**src/byte_run_length_decoder_core_macros.svh**
```systemverilog
// ----------------------------------------------------------------------------
// byte_run_length_decoder_core_macros.svh
// Assertion helpers used by the decoder core RTL.
// ----------------------------------------------------------------------------
`ifndef BYTE_RUN_LENGTH_DECODER_CORE_MACROS_SVH
`define BYTE_RUN_LENGTH_DECODER_CORE_MACROS_SVH

// same-cycle implication, disabled during reset
`define BRLD_ASSERT_IMP(label, clk, rst, ante, cons) \
   label: assert property (@(posedge clk) disable iff (rst) (ante) |-> (cons)) \
      else $error("decoder assertion failed");

// next-cycle implication, disabled during reset
`define BRLD_ASSERT_NXT(label, clk, rst, ante, cons) \
   label: assert property (@(posedge clk) disable iff (rst) (ante) |=> (cons)) \
      else $error("decoder assertion failed");

`endif

```
**src/brld_pkg.sv**
```systemverilog
// ----------------------------------------------------------------------------
// brld_pkg
// Widths and the result type of the byte run-length decoder.
// ----------------------------------------------------------------------------
`default_nettype none

package brld_pkg;

   localparam int COUNT_WIDTH = 15;
   localparam int TOTAL_WIDTH = 16;
   localparam int BYTE_WIDTH  = 8;
   localparam int QUEUE_DEPTH = 2;

   localparam logic [TOTAL_WIDTH-1:0] TOTAL_RESET = TOTAL_WIDTH'(1);

   typedef struct packed {
      logic [BYTE_WIDTH-1:0]  value;
      logic [COUNT_WIDTH-1:0] repeat_res;
      logic                   from_run;
      logic                   last;
   } result_type;

endpackage

`default_nettype wire

```
**src/brld_chan_if.sv**
```systemverilog
// ----------------------------------------------------------------------------
// brld_chan_if
// Valid/ready channels for coded bytes and decoded results.
// ----------------------------------------------------------------------------
`default_nettype none

interface brld_req_if;
   import brld_pkg::*;

   logic                  valid;
   logic                  ready;
   logic [BYTE_WIDTH-1:0] coded_byte;

   modport source (output valid, output coded_byte, input ready);
   modport sink   (input valid, input coded_byte, output ready);
endinterface

interface brld_rsp_if;
   import brld_pkg::*;

   logic                   valid;
   logic                   ready;
   logic [BYTE_WIDTH-1:0]  value;
   logic [COUNT_WIDTH-1:0] repeat_res;
   logic                   from_run;
   logic                   last;

   modport source (output valid, output value, output repeat_res, output from_run,
                   output last, input ready);
   modport sink   (input valid, input value, input repeat_res, input from_run,
                   input last, output ready);
endinterface

`default_nettype wire

```
**src/byte_run_length_decoder_core.sv**
```systemverilog
// ----------------------------------------------------------------------------
// byte_run_length_decoder_core
// Byte run-length decoder: header parser, two-entry queue, output register.
// Throughput: one coded byte per cycle while the queue is not full.
// Result path: queue entry, then output register; either can stall.
// Reset (synchronous): parser back to header low byte, counts cleared,
// element_total set to 1, queue and output register emptied.
// ----------------------------------------------------------------------------
`default_nettype none
`include "byte_run_length_decoder_core_macros.svh"

module byte_run_length_decoder_core (
   input  wire logic                             clock,
   input  wire logic                             reset,
   input  wire logic                             csr_wr_en,
   input  wire logic [brld_pkg::TOTAL_WIDTH-1:0] csr_wr_data,
   brld_req_if.sink                              req_if,
   brld_rsp_if.source                            rsp_if
);
   import brld_pkg::*;

   logic       fe_push;
   result_type fe_data;
   logic       q_pop;
   result_type q_data;
   logic       q_full;
   logic       q_empty;

   brld_front u_front (
      .clock       (clock),
      .reset       (reset),
      .csr_wr_en   (csr_wr_en),
      .csr_wr_data (csr_wr_data),
      .req_if      (req_if),
      .q_full      (q_full),
      .push        (fe_push),
      .push_data   (fe_data)
   );

   brld_queue u_queue (
      .clock     (clock),
      .reset     (reset),
      .push      (fe_push),
      .push_data (fe_data),
      .pop       (q_pop),
      .pop_data  (q_data),
      .full      (q_full),
      .empty     (q_empty)
   );

   brld_back u_back (
      .clock   (clock),
      .reset   (reset),
      .q_empty (q_empty),
      .q_data  (q_data),
      .pop     (q_pop),
      .rsp_if  (rsp_if)
   );

   `BRLD_ASSERT_IMP(a_push_room, clock, reset, fe_push, !q_full)
   `BRLD_ASSERT_IMP(a_pop_data, clock, reset, q_pop, !q_empty)
   `BRLD_ASSERT_IMP(a_rep_nonzero, clock, reset, rsp_if.valid, rsp_if.repeat_res != '0)
   `BRLD_ASSERT_NXT(a_pop_fills, clock, reset, q_pop, rsp_if.valid)

endmodule

`default_nettype wire

```
**src/brld_front.sv**
```systemverilog
// ----------------------------------------------------------------------------
// brld_front
// Header parser and element accounting: turns coded bytes into result items.
// ----------------------------------------------------------------------------
`default_nettype none

module brld_front (
   input  wire logic                         clock,
   input  wire logic                         reset,
   input  wire logic                         csr_wr_en,
   input  wire logic [brld_pkg::TOTAL_WIDTH-1:0] csr_wr_data,
   brld_req_if.sink                          req_if,
   input  wire logic                         q_full,
   output logic                              push,
   output brld_pkg::result_type              push_data
);
   import brld_pkg::*;

   localparam logic [1:0] PH_HDR_LO  = 2'd0;
   localparam logic [1:0] PH_HDR_HI  = 2'd1;
   localparam logic [1:0] PH_VALUE   = 2'd2;
   localparam logic [1:0] PH_LITERAL = 2'd3;

   logic [1:0]             phase_ff, phase_in;
   logic [COUNT_WIDTH-1:0] count_left_ff, count_left_in;
   logic [BYTE_WIDTH-1:0]  header_low_ff, header_low_in;
   logic [TOTAL_WIDTH-1:0] decoded_ff, decoded_in;
   logic [TOTAL_WIDTH-1:0] total_ff, total_in;

   logic                   accept;
   logic                   emit;
   logic [COUNT_WIDTH-1:0] rep;
   logic [COUNT_WIDTH-1:0] hdr_count;
   logic [COUNT_WIDTH-1:0] count_dec;
   logic [TOTAL_WIDTH-1:0] room;
   logic [TOTAL_WIDTH-1:0] rep_ext;
   logic [TOTAL_WIDTH-1:0] n;
   logic                   fin;

   assign req_if.ready = !q_full;
   assign accept       = req_if.valid && req_if.ready;
   assign hdr_count    = COUNT_WIDTH'({req_if.coded_byte, header_low_ff});
   assign count_dec    = count_left_ff - COUNT_WIDTH'(1);

   // clamp the item against the elements still expected
   assign rep_ext = TOTAL_WIDTH'(rep);
   assign room    = (total_ff > decoded_ff) ? (total_ff - decoded_ff) : TOTAL_WIDTH'(1);
   assign n       = (rep_ext < room) ? rep_ext : room;
   assign fin     = (n == room);

   always_comb begin
      phase_in      = phase_ff;
      count_left_in = count_left_ff;
      header_low_in = header_low_ff;
      decoded_in    = decoded_ff;
      emit          = 1'b0;
      rep           = COUNT_WIDTH'(1);
      case (phase_ff)
         PH_HDR_LO: begin
            header_low_in = req_if.coded_byte;
            phase_in      = PH_HDR_HI;
         end
         PH_HDR_HI: begin
            count_left_in = hdr_count;
            if (req_if.coded_byte[BYTE_WIDTH-1]) begin
               phase_in = PH_VALUE;
            end else begin
               phase_in = (hdr_count != '0) ? PH_LITERAL : PH_HDR_LO;
            end
         end
         PH_VALUE: begin
            phase_in      = PH_HDR_LO;
            count_left_in = '0;
            rep           = count_left_ff;
            emit          = (count_left_ff != '0);
         end
         default: begin
            count_left_in = count_dec;
            if (count_dec == '0) begin
               phase_in = PH_HDR_LO;
            end
            emit = 1'b1;
         end
      endcase
      if (emit) begin
         if (fin) begin
            // end of block: start over from the header
            phase_in      = PH_HDR_LO;
            count_left_in = '0;
            header_low_in = '0;
            decoded_in    = '0;
         end else begin
            decoded_in = decoded_ff + n;
         end
      end
   end

   assign push                 = accept && emit;
   assign push_data.value      = req_if.coded_byte;
   assign push_data.repeat_res = n[COUNT_WIDTH-1:0];
   assign push_data.from_run   = (phase_ff == PH_VALUE);
   assign push_data.last       = fin;

   assign total_in = csr_wr_en ? csr_wr_data : total_ff;

   always_ff @(posedge clock) begin
      if (reset) begin
         phase_ff      <= PH_HDR_LO;
         count_left_ff <= '0;
         header_low_ff <= '0;
         decoded_ff    <= '0;
         total_ff      <= TOTAL_RESET;
      end else begin
         total_ff <= total_in;
         if (accept) begin
            phase_ff      <= phase_in;
            count_left_ff <= count_left_in;
            header_low_ff <= header_low_in;
            decoded_ff    <= decoded_in;
         end
      end
   end

endmodule

`default_nettype wire

```
**src/brld_queue.sv**
```systemverilog
// ----------------------------------------------------------------------------
// brld_queue
// Two-entry queue of result items between the parser and the output stage.
// ----------------------------------------------------------------------------
`default_nettype none

module brld_queue (
   input  wire logic                 clock,
   input  wire logic                 reset,
   input  wire logic                 push,
   input  wire brld_pkg::result_type push_data,
   input  wire logic                 pop,
   output brld_pkg::result_type      pop_data,
   output logic                      full,
   output logic                      empty
);
   import brld_pkg::*;

   localparam int PTR_WIDTH = (QUEUE_DEPTH > 1) ? $clog2(QUEUE_DEPTH) : 1;
   localparam int CNT_WIDTH = $clog2(QUEUE_DEPTH + 1);
   localparam logic [PTR_WIDTH-1:0] LAST_PTR = PTR_WIDTH'(QUEUE_DEPTH - 1);

   result_type             entry_ff [QUEUE_DEPTH];
   logic [PTR_WIDTH-1:0]   wr_ptr_ff, wr_ptr_in;
   logic [PTR_WIDTH-1:0]   rd_ptr_ff, rd_ptr_in;
   logic [CNT_WIDTH-1:0]   count_ff, count_in;
   logic                   do_push;
   logic                   do_pop;

   assign full     = (count_ff == CNT_WIDTH'(QUEUE_DEPTH));
   assign empty    = (count_ff == '0);
   assign do_push  = push && !full;
   assign do_pop   = pop && !empty;
   assign pop_data = entry_ff[rd_ptr_ff];

   always_comb begin
      wr_ptr_in = wr_ptr_ff;
      rd_ptr_in = rd_ptr_ff;
      count_in  = count_ff;
      if (do_push) begin
         wr_ptr_in = (wr_ptr_ff == LAST_PTR) ? '0 : wr_ptr_ff + PTR_WIDTH'(1);
      end
      if (do_pop) begin
         rd_ptr_in = (rd_ptr_ff == LAST_PTR) ? '0 : rd_ptr_ff + PTR_WIDTH'(1);
      end
      if (do_push && !do_pop) begin
         count_in = count_ff + CNT_WIDTH'(1);
      end else if (do_pop && !do_push) begin
         count_in = count_ff - CNT_WIDTH'(1);
      end
   end

   always_ff @(posedge clock) begin
      if (do_push) begin
         entry_ff[wr_ptr_ff] <= push_data;
      end
   end

   always_ff @(posedge clock) begin
      if (reset) begin
         wr_ptr_ff <= '0;
         rd_ptr_ff <= '0;
         count_ff  <= '0;
      end else begin
         wr_ptr_ff <= wr_ptr_in;
         rd_ptr_ff <= rd_ptr_in;
         count_ff  <= count_in;
      end
   end

endmodule

`default_nettype wire

```
**src/brld_back.sv**
```systemverilog
// ----------------------------------------------------------------------------
// brld_back
// Output stage: moves queued result items onto the response channel.
// ----------------------------------------------------------------------------
`default_nettype none

module brld_back (
   input  wire logic                 clock,
   input  wire logic                 reset,
   input  wire logic                 q_empty,
   input  wire brld_pkg::result_type q_data,
   output logic                      pop,
   brld_rsp_if.source                rsp_if
);
   import brld_pkg::*;

   logic       valid_ff, valid_in;
   result_type data_ff;

   // advance when the output register is free or being taken
   assign pop      = !q_empty && (!valid_ff || rsp_if.ready);
   assign valid_in = pop || (valid_ff && !rsp_if.ready);

   always_ff @(posedge clock) begin
      if (reset) begin
         valid_ff <= 1'b0;
      end else begin
         valid_ff <= valid_in;
      end
   end

   always_ff @(posedge clock) begin
      if (pop) begin
         data_ff <= q_data;
      end
   end

   assign rsp_if.valid      = valid_ff;
   assign rsp_if.value      = data_ff.value;
   assign rsp_if.repeat_res = data_ff.repeat_res;
   assign rsp_if.from_run   = data_ff.from_run;
   assign rsp_if.last       = data_ff.last;

endmodule

`default_nettype wire

```
**src/flat_wrapper.sv**
```systemverilog
// flat-port wrapper written by rule: the top's interface ports become plain ports
module byte_run_length_decoder_core_flat import brld_pkg::*;
  (clock, reset, csr_wr_en, csr_wr_data, req_if_valid, req_if_coded_byte, req_if_ready, rsp_if_valid, rsp_if_value, rsp_if_repeat_res, rsp_if_from_run, rsp_if_last, rsp_if_ready);
  brld_req_if req_if_i ();
  brld_rsp_if rsp_if_i ();
  input  wire logic clock;
  input  wire logic reset;
  input  wire logic csr_wr_en;
  input  wire logic [brld_pkg::TOTAL_WIDTH-1:0] csr_wr_data;
  input wire logic [$bits(req_if_i.valid)-1:0] req_if_valid;
  input wire logic [$bits(req_if_i.coded_byte)-1:0] req_if_coded_byte;
  output wire logic [$bits(req_if_i.ready)-1:0] req_if_ready;
  output wire logic [$bits(rsp_if_i.valid)-1:0] rsp_if_valid;
  output wire logic [$bits(rsp_if_i.value)-1:0] rsp_if_value;
  output wire logic [$bits(rsp_if_i.repeat_res)-1:0] rsp_if_repeat_res;
  output wire logic [$bits(rsp_if_i.from_run)-1:0] rsp_if_from_run;
  output wire logic [$bits(rsp_if_i.last)-1:0] rsp_if_last;
  input wire logic [$bits(rsp_if_i.ready)-1:0] rsp_if_ready;
  assign req_if_i.valid = req_if_valid;
  assign req_if_i.coded_byte = req_if_coded_byte;
  assign req_if_ready = req_if_i.ready;
  assign rsp_if_valid = rsp_if_i.valid;
  assign rsp_if_value = rsp_if_i.value;
  assign rsp_if_repeat_res = rsp_if_i.repeat_res;
  assign rsp_if_from_run = rsp_if_i.from_run;
  assign rsp_if_last = rsp_if_i.last;
  assign rsp_if_i.ready = rsp_if_ready;
  byte_run_length_decoder_core u_core (.clock(clock), .reset(reset), .csr_wr_en(csr_wr_en), .csr_wr_data(csr_wr_data), .req_if(req_if_i), .rsp_if(rsp_if_i));
endmodule
```
**config.mk**
```make
export PLATFORM = sky130hd
export DESIGN_NAME = byte_run_length_decoder_core_flat
export DESIGN_NICKNAME = d
export VERILOG_FILES = /design/src/brld_pkg.sv /design/src/brld_chan_if.sv /design/src/byte_run_length_decoder_core.sv /design/src/brld_front.sv /design/src/brld_queue.sv /design/src/brld_back.sv /design/src/flat_wrapper.sv
export VERILOG_INCLUDE_DIRS = /design/src /design/src/src
export SDC_FILE = /design/constraint.sdc
export NUM_CORES = 1
export LEC_CHECK = 0
export ABC_AREA = 1
export BUFFER_PORTS_ARGS = -buffer_cell sky130_fd_sc_hd__clkbuf_2
export CAP_MARGIN = 20
export CORE_AREA = 2 2 154 156
export DETAILED_ROUTE_END_ITERATION = 7
export DIE_AREA = 0 0 156 158
export GPL_TIMING_DRIVEN = 0
export SYNTH_ARGS = -nofsm -noshare
export SYNTH_HDL_FRONTEND = slang
export SYNTH_HIERARCHICAL = 1
export SYNTH_SLANG_ARGS = --single-unit
```
**constraint.sdc**
```tcl
create_clock -name clock -period 7.4 [get_ports clock]
set_input_delay 0.37 -clock clock [delete_from_list [all_inputs] [get_ports clock]]
set_output_delay 0.37 -clock clock [all_outputs]
set_load 0.02 [all_outputs]
```
After elaboration in Yosys (flattened, before gate mapping)
Memory sizes are Yosys's and may differ from the RTL's. A register that Yosys moved wholly into a read port is not among the register bits.
Cells that the tools add are included.
{"block": "classes", "n_addsub": 7, "mul": 0, "div": 0, "order_cmp": 2, "n_eq_ne": 4, "shift": 0, "n_mux": 23, "bitwise": 0, "n_reduce_logical": 24}
{"operator": "2-to-1 mux 16 bit", "count": 3}
{"operator": "2-to-1 mux 15 bit", "count": 3}
{"operator": "one-hot mux 15 bit (3 select lines)", "count": 1}
{"operator": "nonzero test 15 bit", "count": 2}
{"operator": "2-to-1 mux 8 bit", "count": 3}
{"operator": "adder 16 bit", "count": 1}
{"operator": "equality test 16 bit", "count": 1}
{"operator": "greater-than comparator 16 bit", "count": 1}
{"operator": "< comparator 15 x 16 -> 1 bit", "count": 1}
{"operator": "subtractor 16 bit", "count": 1}
{"operator": "logical NOT 15 bit", "count": 1}
{"operator": "subtractor 15 x 1 -> 15 bit (second input constant)", "count": 1}
{"operator": "2-to-1 mux 2 bit", "count": 7}
{"operator": "logical AND 1 bit", "count": 8}
{"operator": "logical NOT 1 bit", "count": 6}
{"operator": "one-hot mux 2 bit (3 select lines)", "count": 1}
{"operator": "equality test 2 bit (second input constant)", "count": 2}
{"operator": "logical NOT 2 bit", "count": 2}
{"operator": "2-to-1 mux 1 bit", "count": 4}
{"operator": "adder 1 bit (second input constant)", "count": 2}
{"operator": "adder 2 x 1 -> 2 bit (second input constant)", "count": 1}
{"operator": "equality test 2 x 1 -> 1 bit (second input constant)", "count": 1}
{"operator": "logical OR 1 bit", "count": 2}
{"operator": "one-hot mux 1 bit (2 select lines)", "count": 1}
{"operator": "4 further kinds", "count": 4}
{"block": "totals", "register_bits": 62, "latchBits": 0, "ram_bits": 50, "romBits": 0, "input_bits": 29, "out_inout_bits": 27, "wordCells": 70, "mem_count": 1}
{"memory": "u_core.u_queue.entry_ff", "words": 2, "width": 25, "rd": 1, "rd_clocked_by_memory_dff": 1, "write_ports": 1, "line_no": "brld_queue.sv:23", "source": "result_type entry_ff [QUEUE_DEPTH];"}

Logic depth before layout (Yosys ltp)
Gate-level depths: netlist of run 1.
{"block": "logic_depth", "depth_word": 9, "mapped_depth": 45, "ltp_nobuf": 44}

By module
Netlist of run 1, hierarchy kept.
{"module": "brld_front", "n_inst": 1, "cells_each": 885, "area_per_inst_um2": 5664.2, "seq_area_each_um2": 1141.1}
{"module": "brld_queue", "n_inst": 1, "cells_each": 115, "area_per_inst_um2": 2162.1, "seq_area_each_um2": 1601.5}
{"module": "brld_back", "n_inst": 1, "cells_each": 30, "area_per_inst_um2": 794.5, "seq_area_each_um2": 770.7}

Least setup slack after synthesis of run 1
OpenSTA, ideal clock, no wires.
{"block": "synth_timing", "path_kind": "register -> register", "from": "register u_core.u_front.decoded_ff[0]", "to": "register u_core.u_front.decoded_ff[14]", "setup_time_ns": 0.064, "t_arrival_ns": 5.561, "required_ns": 7.336, "setup_slack_ns": 1.775, "path_stages_with_launch": 44, "path_buffers": 2, "period_less_slack_ns": 5.625, "path_cell_list": "dfxtp_1 > ha_1 > inv_1 > fa_1 > nand2_1 > nand2_1 > nand3_1 > nand2_2 > a21oi_1 > inv_1 > nand2_1 > nand2_1 > nor2_1 > inv_1 > ha_1 > nand2_1 > o21ai_0 > o21a_1 > [8 not listed] > ha_1 > inv_1 > fa_1 > o21ai_0 > nand4_1 > nand2_1 > nand2_1 > nand2_1 > a21o_1 > a21oi_1 > o21bai_1 > a21oi_1 > nor2_1 > nor2_1 > xor2_1 > nor2_1 > nor2_1 > nor2_1"}
{"item": "from (decl)", "line_no": "brld_front.sv:27", "source": "logic [TOTAL_WIDTH-1:0] decoded_ff, decoded_in;"}
{"item": "from (signal assigned)", "line_no": "brld_front.sv:119", "source": "decoded_ff <= decoded_in;"}

==> flow_metrics.py, run 1 <==
metrics = {
    "outcome": {
        "status": "complete, no violations",
    },
    "floorplanning": {
        "rows": 56,
        "die_w_um": 156,
        "num_io_pins": 56,
        "core_area_um2": 23050,
        "initial_core_util": 0.3740,
        "dieArea_um2": 24650,
        "die_h_um": 158,
    },
    "sta": {
        "finalHoldViolCount": 0,
        "setup_slack_ns": 0.7367,
        "fmax_mhz": 150.1,
        "tightest_slew_ns": 0.8272,
        "fin_crit_sh": 0.9004,
        "setup_tns_ns": 0,
        "setup_violations": 0,
        "whs_ns": 0.1644,
        "finClkSkew_ns": 0.01251,
        "layout_min_cycle_time_ns": 6.663,
        "drv_slew": 0,
        "slew_headroom": 0.4485,
        "rsz0062_at_grt": "false",
    },
    "clock_tree": {
        "clk_pin_slew_ns": 0.07,
        "cts_tree": "yes",
        "cts_hold_buf": 0,
        "cts_sinks": 138,
        "cts_max_level": 4,
        "cts_buffers": 17,
        "clockBufferDepth": 2,
        "clock_latency_ns": 0.42,
        "clock-root-buffer": "clkbuf_16",
    },
    "logic_synthesis": {
        "async_flop_share": 0,
        "synth_edf_count": 75,
        "yosysSeqAreaShare": 0.4075,
        "yosysTopAreaCellShare": 0.2612,
        "synth_common_cells": "178 x nand2_1, 131 x nor2_1, 127 x inv_1",
        "synth.distinct_cells": 50,
        "synth_area_leaders": "edfxtp_1 26%, dfxtp_1 15%, nand2_1 7.8%",
        "synth-seq-cells": 138,
        "postSynthAreaPerCell_um2": 8.370,
        "yosys_warnings": 6,
        "yosysTopAreaCell": "edfxtp_1",
        "syn_inst": 1030,
        "synth_ff_type": "edfxtp_1",
        "synth_area_um2": 8621,
        "synth_nets": 1112,
        "synth_most_common_cell": "nand2_1",
    },
    "placement": {
        "dp_slack_ns": 0.3860,
        "dpl.hpwl_um": 16330,
        "io_buffers": 55,
        "dp_cells": 1378,
        "place_congestion": 0.9332,
        "place_area_um2": 9338,
    },
    "critical_path": {
        "slowest_delay_ns": 0.45,
        "required_ns": 7.71,
        "slowest_stage": "dfxtp_1",
        "cpMostUsedCell": "nand2_1",
        "setup.worst_path.start_class": "flip-flop",
        "arrival_ns": 6.98,
        "crit_type": "flip-flop to flip-flop",
        "end_kind": "flip-flop",
        "path_max_fanout": 10,
    },
    "grt": {
        "antenna_found_initial": 0,
        "grt_pass1_wl_um": 33780,
        "overflow": 0,
        "grt_max_degree": 19,
        "grt_pass1_vias": 6615,
        "grtUsageTotal": 0.1767,
    },
    "routing": {
        "wirelength_um": 21060,
        "vias_per_cell": 4.989,
        "dr.pass1.iters": 5,
        "drc": 0,
        "ant_nets": 0,
        "drtIter0Drc": 403,
        "vias": 7040,
        "routedWlPerCell_um": 14.93,
    },
    "pwr": {
        "power_density_nw_per_um2": 224.1,
        "irDropWorstVdd_mv": 0.1359,
        "p_leak_nw": 4.253,
    },
    "worst_hold_path": {
        "hp-class": "input port to flip-flop",
    },
    "finish": {
        "fin_cells": 1411,
        "final_area_um2": 9978,
        "areaGrowthSynthToFinish_pct": 15.75,
        "layout.nets": 1190,
        "num_antenna_cells": 0,
        "drive_above_1_share": 0.1980,
        "nFillCells": 2268,
    },
    "job": {
        "max_cap_viol_count": 0,
    },
}
-- sequential cells by signal (all words and copies together) (netlist names), named ones only --
name,cells
u_core/u_front/decoded_ff,16
u_core/u_front/phase_ff,2
u_core/u_back/rsp_if.last,1
u_core/u_queue/wr_ptr_ff,1
u_core/u_queue/count_ff,2
u_core/u_back/rsp_if.valid,1
u_core/u_front/header_low_ff,8
u_core/u_back/rsp_if.value,8
u_core/u_queue/entry_ff,50
u_core/u_front/count_left_ff,15
u_core/u_back/rsp_if.repeat_res,15
u_core/u_front/total_ff,16
u_core/u_back/rsp_if.from_run,1
u_core/u_queue/rd_ptr_ff,1
-- layout make-up --
cell class	instances	area, um^2	share of cell area
clock buffer	18	439.2	0.04401
clock inverter	14	185.2	0.01856
tap	290	362.8	0.03636
inverter	132	495.5	0.04966
multi-input combinational	720	4312	0.4321
buffer	40	317.8	0.03185
sequential	138	3513	0.3521
timing repair buffer	59	352.8	0.03536
-- final timing paths --
| kind | from | endpoint | slack (ns) | cells after the start |
|---|---|---|---|---|
| max | u_core/u_front/decoded_ff[14] | u_core/u_front/decoded_ff[14] | 0.74 | 41 |
| min | csr_wr_data[0] | u_core/u_front/total_ff[0] | 0.16 | 3 |
| max reg2reg | u_core/u_front/decoded_ff[14] | u_core/u_front/decoded_ff[14] | 0.74 | 41 |
| min reg2reg | u_core/u_front/total_ff[0] | u_core/u_front/total_ff[0] | 0.48 | 2 |
-- cell usage in the layout (no fill, tap or decap), types with 6 or more instances in the layout --
| cell type | Yosys | routed |
|---|---|---|
| a211oi_1 | 6 | 6 |
| a221oi_1 | 6 | 6 |
| clkbuf_16 | 0 | 17 |
| o21ai_0 | 62 | 60 |
| nand3_1 | 34 | 34 |
| nand2_1 | 178 | 178 |
| mux2_4 | 20 | 20 |
| nor2_1 | 131 | 128 |
| edfxtp_1 | 75 | 75 |
| inv_1 | 127 | 127 |
| buf_4 | 10 | 11 |
| nand2_2 | 28 | 28 |
| clkbuf_2 | 0 | 57 |
| xnor2_1 | 9 | 9 |
| nand4_1 | 30 | 30 |
| xor2_1 | 16 | 16 |
| ha_1 | 51 | 51 |
| a21oi_2 | 22 | 23 |
| clkbuf_1 | 17 | 15 |
| a21oi_1 | 60 | 59 |
| nor2_2 | 6 | 9 |
| dfxtp_1 | 63 | 63 |
| o22ai_1 | 6 | 6 |
-- power breakdown --
group	switching, mW	internal [mW]
logic	0.298	0.162
registers	0.0235	0.841
clock network	0.363	0.548
-- worst max-delay path, delay by kind of cell, from the launching register on --
family | cells | cell delay, ns
AO/OA/AOI/OAI | 9 | 1.51
XOR/XNOR | 1 | 0.15
adder cells (fa/ha/maj) | 4 | 1.36
buffers and inverters | 6 | 0.87
flip-flops | 1 | 0.45
AND/OR/NAND/NOR | 21 | 2.18
-- kinds of logic (layout without fill, tap and decap cells) --
logic type	after synthesis	after routing	share of synthesized area
flops	138	138	0.4075
compound gates	183	183	0.1267
simple gates	434	434	0.2263
buf+inv	172	263	0.09405
fa+ha+maj	53	53	0.07866
mux	25	25	0.04136
xor+xnor	25	25	0.02540
-- through the flow --
stage,utilization,power (mW)
3_5_place_dp,0.4051,1.337
6_report,0.4329,2.236
4_1_cts,0.4322,2.254
5_1_grt,0.4329,2.355
2_1_floorplan,-,1.220
3_3_place_gp,0.4017,1.330
-- repair_timing --
action	4_1_cts	5_1_grt
setup buffers	0	1
resized for setup	0	8
setup endpoints to repair	0	4
-- metal layers --
layer,up-vias,GRT usage,part of all wire
met3,36,0.02491,0.042
met4,0,0.07995,0.029
met1,3230,0.2327,0.47
li1,3604,-,-
met5,-,0,0
met2,170,0.2893,0.46
Power figures use the tool's default switching activity.
==> inputs of run 2 (changes only) <==
Clock period 7.4 ns to 8 ns, I/O delays scaled along.
==> run 2 against run 1 <==
  * Total power down 7.5%
  * Sequential share of layout area up 0.058 points
  * Cell count about the same
  * Critical path type unchanged
  * Sequential cell count unchanged
  * Fmax down 6.8%
  * Critical path depth unchanged
  * Non-clock buffer count down 1
==> flow_metrics.py, run 2 (synthesis results as in run 1) <==
metrics = {
    "clock_tree": {
        "cts_buffers": 17,
        "cts_max_level": 4,
        "clock_latency_ns": 0.42,
        "clock-root-buffer": "clkbuf_16",
        "cts_hold_buf": 0,
        "cts_sinks": 138,
        "clk_pin_slew_ns": 0.07,
        "postCtsResizedCells": 0,
        "postCtsSetupBuffers": 0,
        "cts_tree": "yes",
        "clockBufferDepth": 2,
    },
    "sta": {
        "fmax_mhz": 139.8,
        "tightest_slew_ns": 0.8432,
        "rsz0062_at_grt": "false",
        "finClkSkew_ns": 0.01290,
        "layout_min_cycle_time_ns": 7.153,
        "setup_violations": 0,
        "whs_ns": 0.1946,
        "setup_tns_ns": 0,
        "drv_slew": 0,
        "slew_headroom": 0.4378,
        "fin_crit_sh": 0.8941,
        "setup_slack_ns": 0.8471,
        "finalHoldViolCount": 0,
    },
    "critical_path": {
        "worstReg2RegEnd": "u_core/u_front/decoded_ff[14]",
        "path_max_fanout": 10,
        "slowest_delay_ns": 0.45,
        "end_kind": "flip-flop",
        "arrival_ns": 7.47,
        "ff2ff_path_depth": 41,
        "setup.worst_path.start_class": "flip-flop",
        "slowest_stage": "dfxtp_1",
        "rrSetupSlack_ns": 0.85,
        "worstReg2RegStart": "u_core/u_front/decoded_ff[14]",
        "required_ns": 8.31,
        "crit_type": "flip-flop to flip-flop",
        "cpMostUsedCell": "nand2_1",
    },
    "finish": {
        "final_common_cell": "nand2_1",
        "final-seq-area_um2": 3513,
        "num_antenna_cells": 0,
        "layout_common_cells": "178 x nand2_1, 129 x nor2_1, 127 x inv_1, 75 x edfxtp_1, 63 x dfxtp_1",
        "fin_cells": 1410,
        "largest-register": "u_core/u_queue/entry_ff",
        "nFillCells": 2264,
        "largest_reg_flops": 50,
        "fin_util": 0.4322,
        "areaGrowthSynthToFinish_pct": 15.56,
        "layout.nets": 1189,
        "reg_top3": "u_core/u_queue/entry_ff: 50 flops, u_core/u_front/decoded_ff: 16 flops, u_core/u_front/total_ff: 16 flops",
        "multiInputGateArea_um2": 4305,
        "drive_above_1_share": 0.1938,
    },
    "grt": {
        "grtUsageTotal": 0.1767,
        "grt_pass1_vias": 6615,
        "grt_max_degree": 19,
        "overflow": 0,
        "grt_pass1_wl_um": 33780,
        "antenna_found_initial": 0,
    },
    "pwr": {
        "p_leak_nw": 4.239,
        "power_density_nw_per_um2": 207.5,
        "irDropWorstVdd_mv": 0.1255,
    },
    "floorplanning": {
        "die_w_um": 156,
        "num_io_pins": 56,
        "dieArea_um2": 24650,
        "rows": 56,
        "die_h_um": 158,
        "initial_core_util": 0.3740,
        "core_area_um2": 23050,
    },
    "placement": {
        "dp_slack_ns": 0.9860,
        "dpl.hpwl_um": 16330,
        "dp_cells": 1378,
        "place_congestion": 0.9332,
        "io_buffers": 55,
    },
    "worst_hold_path": {
        "hp-start": "csr_wr_data[0]",
        "hp-class": "input port to flip-flop",
        "whs_endpoint": "u_core/u_front/total_ff[0]",
        "hold_depth": 3,
    },
    "routing": {
        "dr_wl_met3_um": 800,
        "drtIter0Drc": 514,
        "met1_length_um": 10120,
        "vias_per_cell": 4.972,
        "drc": 0,
        "routedWlPerCell_um": 14.95,
        "top_layer": "met4",
        "wl_met2_um": 9553,
        "wirelength_um": 21080,
        "vias": 7011,
        "ant_nets": 0,
        "dr.pass1.iters": 5,
    },
    "job": {
        "max_cap_viol_count": 0,
    },
    "outcome": {
        "status": "complete, no violations",
    },
}
## run 2: changes by cell type in the layout (fill, tap and decap cells not counted)
cell      before  now
buf_4         11   10
clkbuf_1      15   17
clkbuf_2      57   55
nor2_1       128  129
nor2_2         9    8
o21ai_0       60   62
o21ai_1        2    1
o21ai_2        4    3
## run 2: per-layer routing
| layer | vias to the layer above | track usage |
|---|---|---|
| li1 | 3599 | - |
| met1 | 3207 | 0.2327 |
| met2 | 167 | 0.2893 |
| met3 | 38 | 0.02491 |
| met4 | 0 | 0.07995 |
| met5 | - | 0 |
## run 2: worst max path at each step
stage / start / to / cells past startpoint
after floorplan: u_core/u_front/decoded_ff[0] / u_core/u_front/decoded_ff[14] / 43
after global placement: u_core/u_front/decoded_ff[14] / u_core/u_front/decoded_ff[14] / 41
after detailed placement: u_core/u_front/decoded_ff[14] / u_core/u_front/decoded_ff[14] / 41
after CTS: u_core/u_front/decoded_ff[14] / u_core/u_front/decoded_ff[14] / 41
after global routing: u_core/u_front/decoded_ff[11] / u_core/u_front/decoded_ff[14] / 43
final: u_core/u_front/decoded_ff[14] / u_core/u_front/decoded_ff[14] / 41
## run 2: final cells by class
type	instances	share of cell area
inverter	132	0.04974
tap	290	0.03642
buffer	40	0.03165
multi-input combinational	720	0.4322
sequential	138	0.3527
timing repair buffer	58	0.03466
clock inverter	14	0.01859
clock buffer	18	0.04408
## run 2: through the flow
step                power, mW  area [um^2]
floorplan               1.129         8621
global placement        1.230         9259
detailed placement      1.237         9338
CTS                     2.085         9962
global route            2.178         9962
finish                  2.067         9962
## run 2: report_power, final
part	total (mW)	switching (mW)	internal, mW
Sequential	0.800	0.0218	0.778
Combinational	0.425	0.276	0.149
Clock	0.842	0.335	0.507
Total	2.07	0.633	1.43
## run 2: worst max-delay path: cells and delay by family (launching register included)
kind	cells	cell delay (ns)
compound gates	9	1.67
xor+xnor	1	0.15
fa+ha+maj	4	1.40
buf+inv	6	1.01
flops	1	0.45
simple gates	21	2.34
==> inputs of run 3 (changes only) <==
Settings changed: CTS_BUF_LIST set to sky130_fd_sc_hd__clkbuf_4.
==> run 3 against run 2 <==
  * First-iteration DRC count down 25%
  * Total power decreased by 16%
  * Clock power shrank 39%
  * Fmax is 0.66% lower
  * Highest routed layer unchanged
==> flow_metrics.py, run 3 (synthesis results as in run 1) <==
metrics = {
    "sta": {
        "rsz0062_at_grt": "false",
        "drv_slew": 0,
        "setup_slack_ns": 0.7993,
        "tightest_slew_ns": 0.8395,
        "setup_tns_ns": 0,
        "fin_crit_sh": 0.9001,
        "finClkSkew_ns": 0.01954,
        "setup_violations": 0,
        "layout_min_cycle_time_ns": 7.201,
        "finalHoldViolCount": 0,
        "fmax_mhz": 138.9,
        "slew_headroom": 0.4403,
    },
    "finish": {
        "fin_util": 0.4189,
        "largest_reg_flops": 50,
        "layout.nets": 1189,
        "fin_cells": 1411,
        "drive_above_1_share": 0.1929,
        "final_common_cell": "nand2_1",
        "largest-register": "u_core/u_queue/entry_ff",
        "reg_top3": "u_core/u_queue/entry_ff: 50 flops, u_core/u_front/decoded_ff: 16 flops, u_core/u_front/total_ff: 16 flops",
        "layout_common_cells": "178 x nand2_1, 129 x nor2_1, 127 x inv_1, 75 x edfxtp_1, 63 x dfxtp_1",
        "areaGrowthSynthToFinish_pct": 12.02,
    },
    "worst_hold_path": {
        "hp-class": "input port to flip-flop",
        "hold_depth": 3,
    },
    "clock_tree": {
        "clk_pin_slew_ns": 0.14,
        "clock-root-buffer": "clkbuf_4",
        "cts_max_level": 4,
        "clockBufferDepth": 2,
        "cts_sinks": 138,
        "postCtsResizedCells": 0,
        "cts_hold_buf": 0,
        "cts_buffers": 17,
        "clock_latency_ns": 0.54,
        "cts_tree": "yes",
        "postCtsSetupBuffers": 0,
    },
    "critical_path": {
        "arrival_ns": 7.69,
        "slowest_delay_ns": 0.47,
        "slowest_stage": "dfxtp_1",
        "crit_cells": 41,
        "cpMostUsedCell": "nand2_1",
        "crit_type": "flip-flop to flip-flop",
        "end_kind": "flip-flop",
        "ff2ff_path_depth": 41,
        "path_max_fanout": 10,
        "required_ns": 8.49,
        "cp_top_family": "simple AND/OR/NAND/NOR gates",
        "setup.worst_path.start_class": "flip-flop",
        "timing.critical_path.buf_inv": 6,
    },
    "pwr": {
        "total_power_mw": 1.740,
        "irDropWorstVdd_mv": 0.08519,
        "power_density_nw_per_um2": 180.2,
        "p_leak_nw": 4.102,
    },
    "routing": {
        "ant_nets": 0,
        "drtIter0Drc": 384,
        "vias": 6995,
        "dr_wl_met3_um": 788,
        "vias_per_cell": 4.957,
        "wl_met2_um": 9730,
        "met1_length_um": 10070,
        "dr.pass1.iters": 4,
        "routedWlPerCell_um": 14.90,
        "wirelength_um": 21020,
        "drc": 0,
        "top_layer": "met4",
    },
    "floorplanning": {
        "dieArea_um2": 24650,
        "core_area_um2": 23050,
        "initial_core_util": 0.3740,
        "die_w_um": 156,
        "num_io_pins": 56,
        "rows": 56,
        "die_h_um": 158,
    },
    "job": {
        "max_cap_viol_count": 0,
    },
    "grt": {
        "grtUsageTotal": 0.1757,
        "grt_pass1_vias": 6557,
        "overflow": 0,
        "grt_max_degree": 19,
        "grt_pass1_wl_um": 33660,
        "antenna_found_initial": 1,
    },
    "placement": {
        "dp_slack_ns": 0.9860,
        "dpl.hpwl_um": 16330,
        "io_buffers": 55,
        "dp_cells": 1378,
        "place_congestion": 0.9332,
    },
    "outcome": {
        "status": "complete, no violations",
    },
}
-- run 3: changes by cell type in the layout (fill, tap and decap cells not counted) --
cell,previous run,this run
clkbuf_16,17,0
clkbuf_4,1,18
clkbuf_8,5,4
clkinv_1,0,1
diode_2,0,1
-- run 3: cell type report --
class,instances,area [um^2]
clock buffers,17,127.6
fillers,2299,13400
repair buffers,58,345.3
inverters,132,495.5
clock inverters,15,188.9
multi-input cells,720,4305
flip-flops and latches,138,3513
plain buffers,40,315.3
diodes,1,2.502
well taps,290,362.8
-- run 3: worst register-to-register path: cells and delay by family, from the launching register on --
family          cells  cell delay (ns)
buf+inv             6             1.03
flops               1             0.47
compound gates      9             1.69
simple gates       21             2.41
fa+ha+maj           4             1.40
xor+xnor            1             0.14
-- run 3: metal layers --
layer  up-vias  track usage
met5         -            0
met4         0      0.07077
met3        23      0.02135
met2       147       0.2906
met1      3226       0.2346
li1       3599            -
-- run 3: worst paths after layout --
path,from,endpoint,slack [ns]
max,u_core/u_front/decoded_ff[14],u_core/u_front/decoded_ff[14],0.80
min,csr_wr_data[0],u_core/u_front/total_ff[0],0.06
max reg2reg,u_core/u_front/decoded_ff[14],u_core/u_front/decoded_ff[14],0.80
min reg2reg,u_core/u_front/total_ff[0],u_core/u_front/total_ff[0],0.49
-- run 3: power by group --
part	switching [mW]	internal [mW]
registers	0.0215	0.777
logic	0.276	0.149
clock network	0.292	0.223
total	0.590	1.15
-- run 3: through the flow --
stage | hold WS [ns] | area (um^2)
floorplan | 0.4393 | 8621
global placement | 0.4611 | 9259
detailed placement | 0.4724 | 9338
CTS | 0.004662 | 9654
global route | 0.02737 | 9657
finish | 0.06266 | 9657
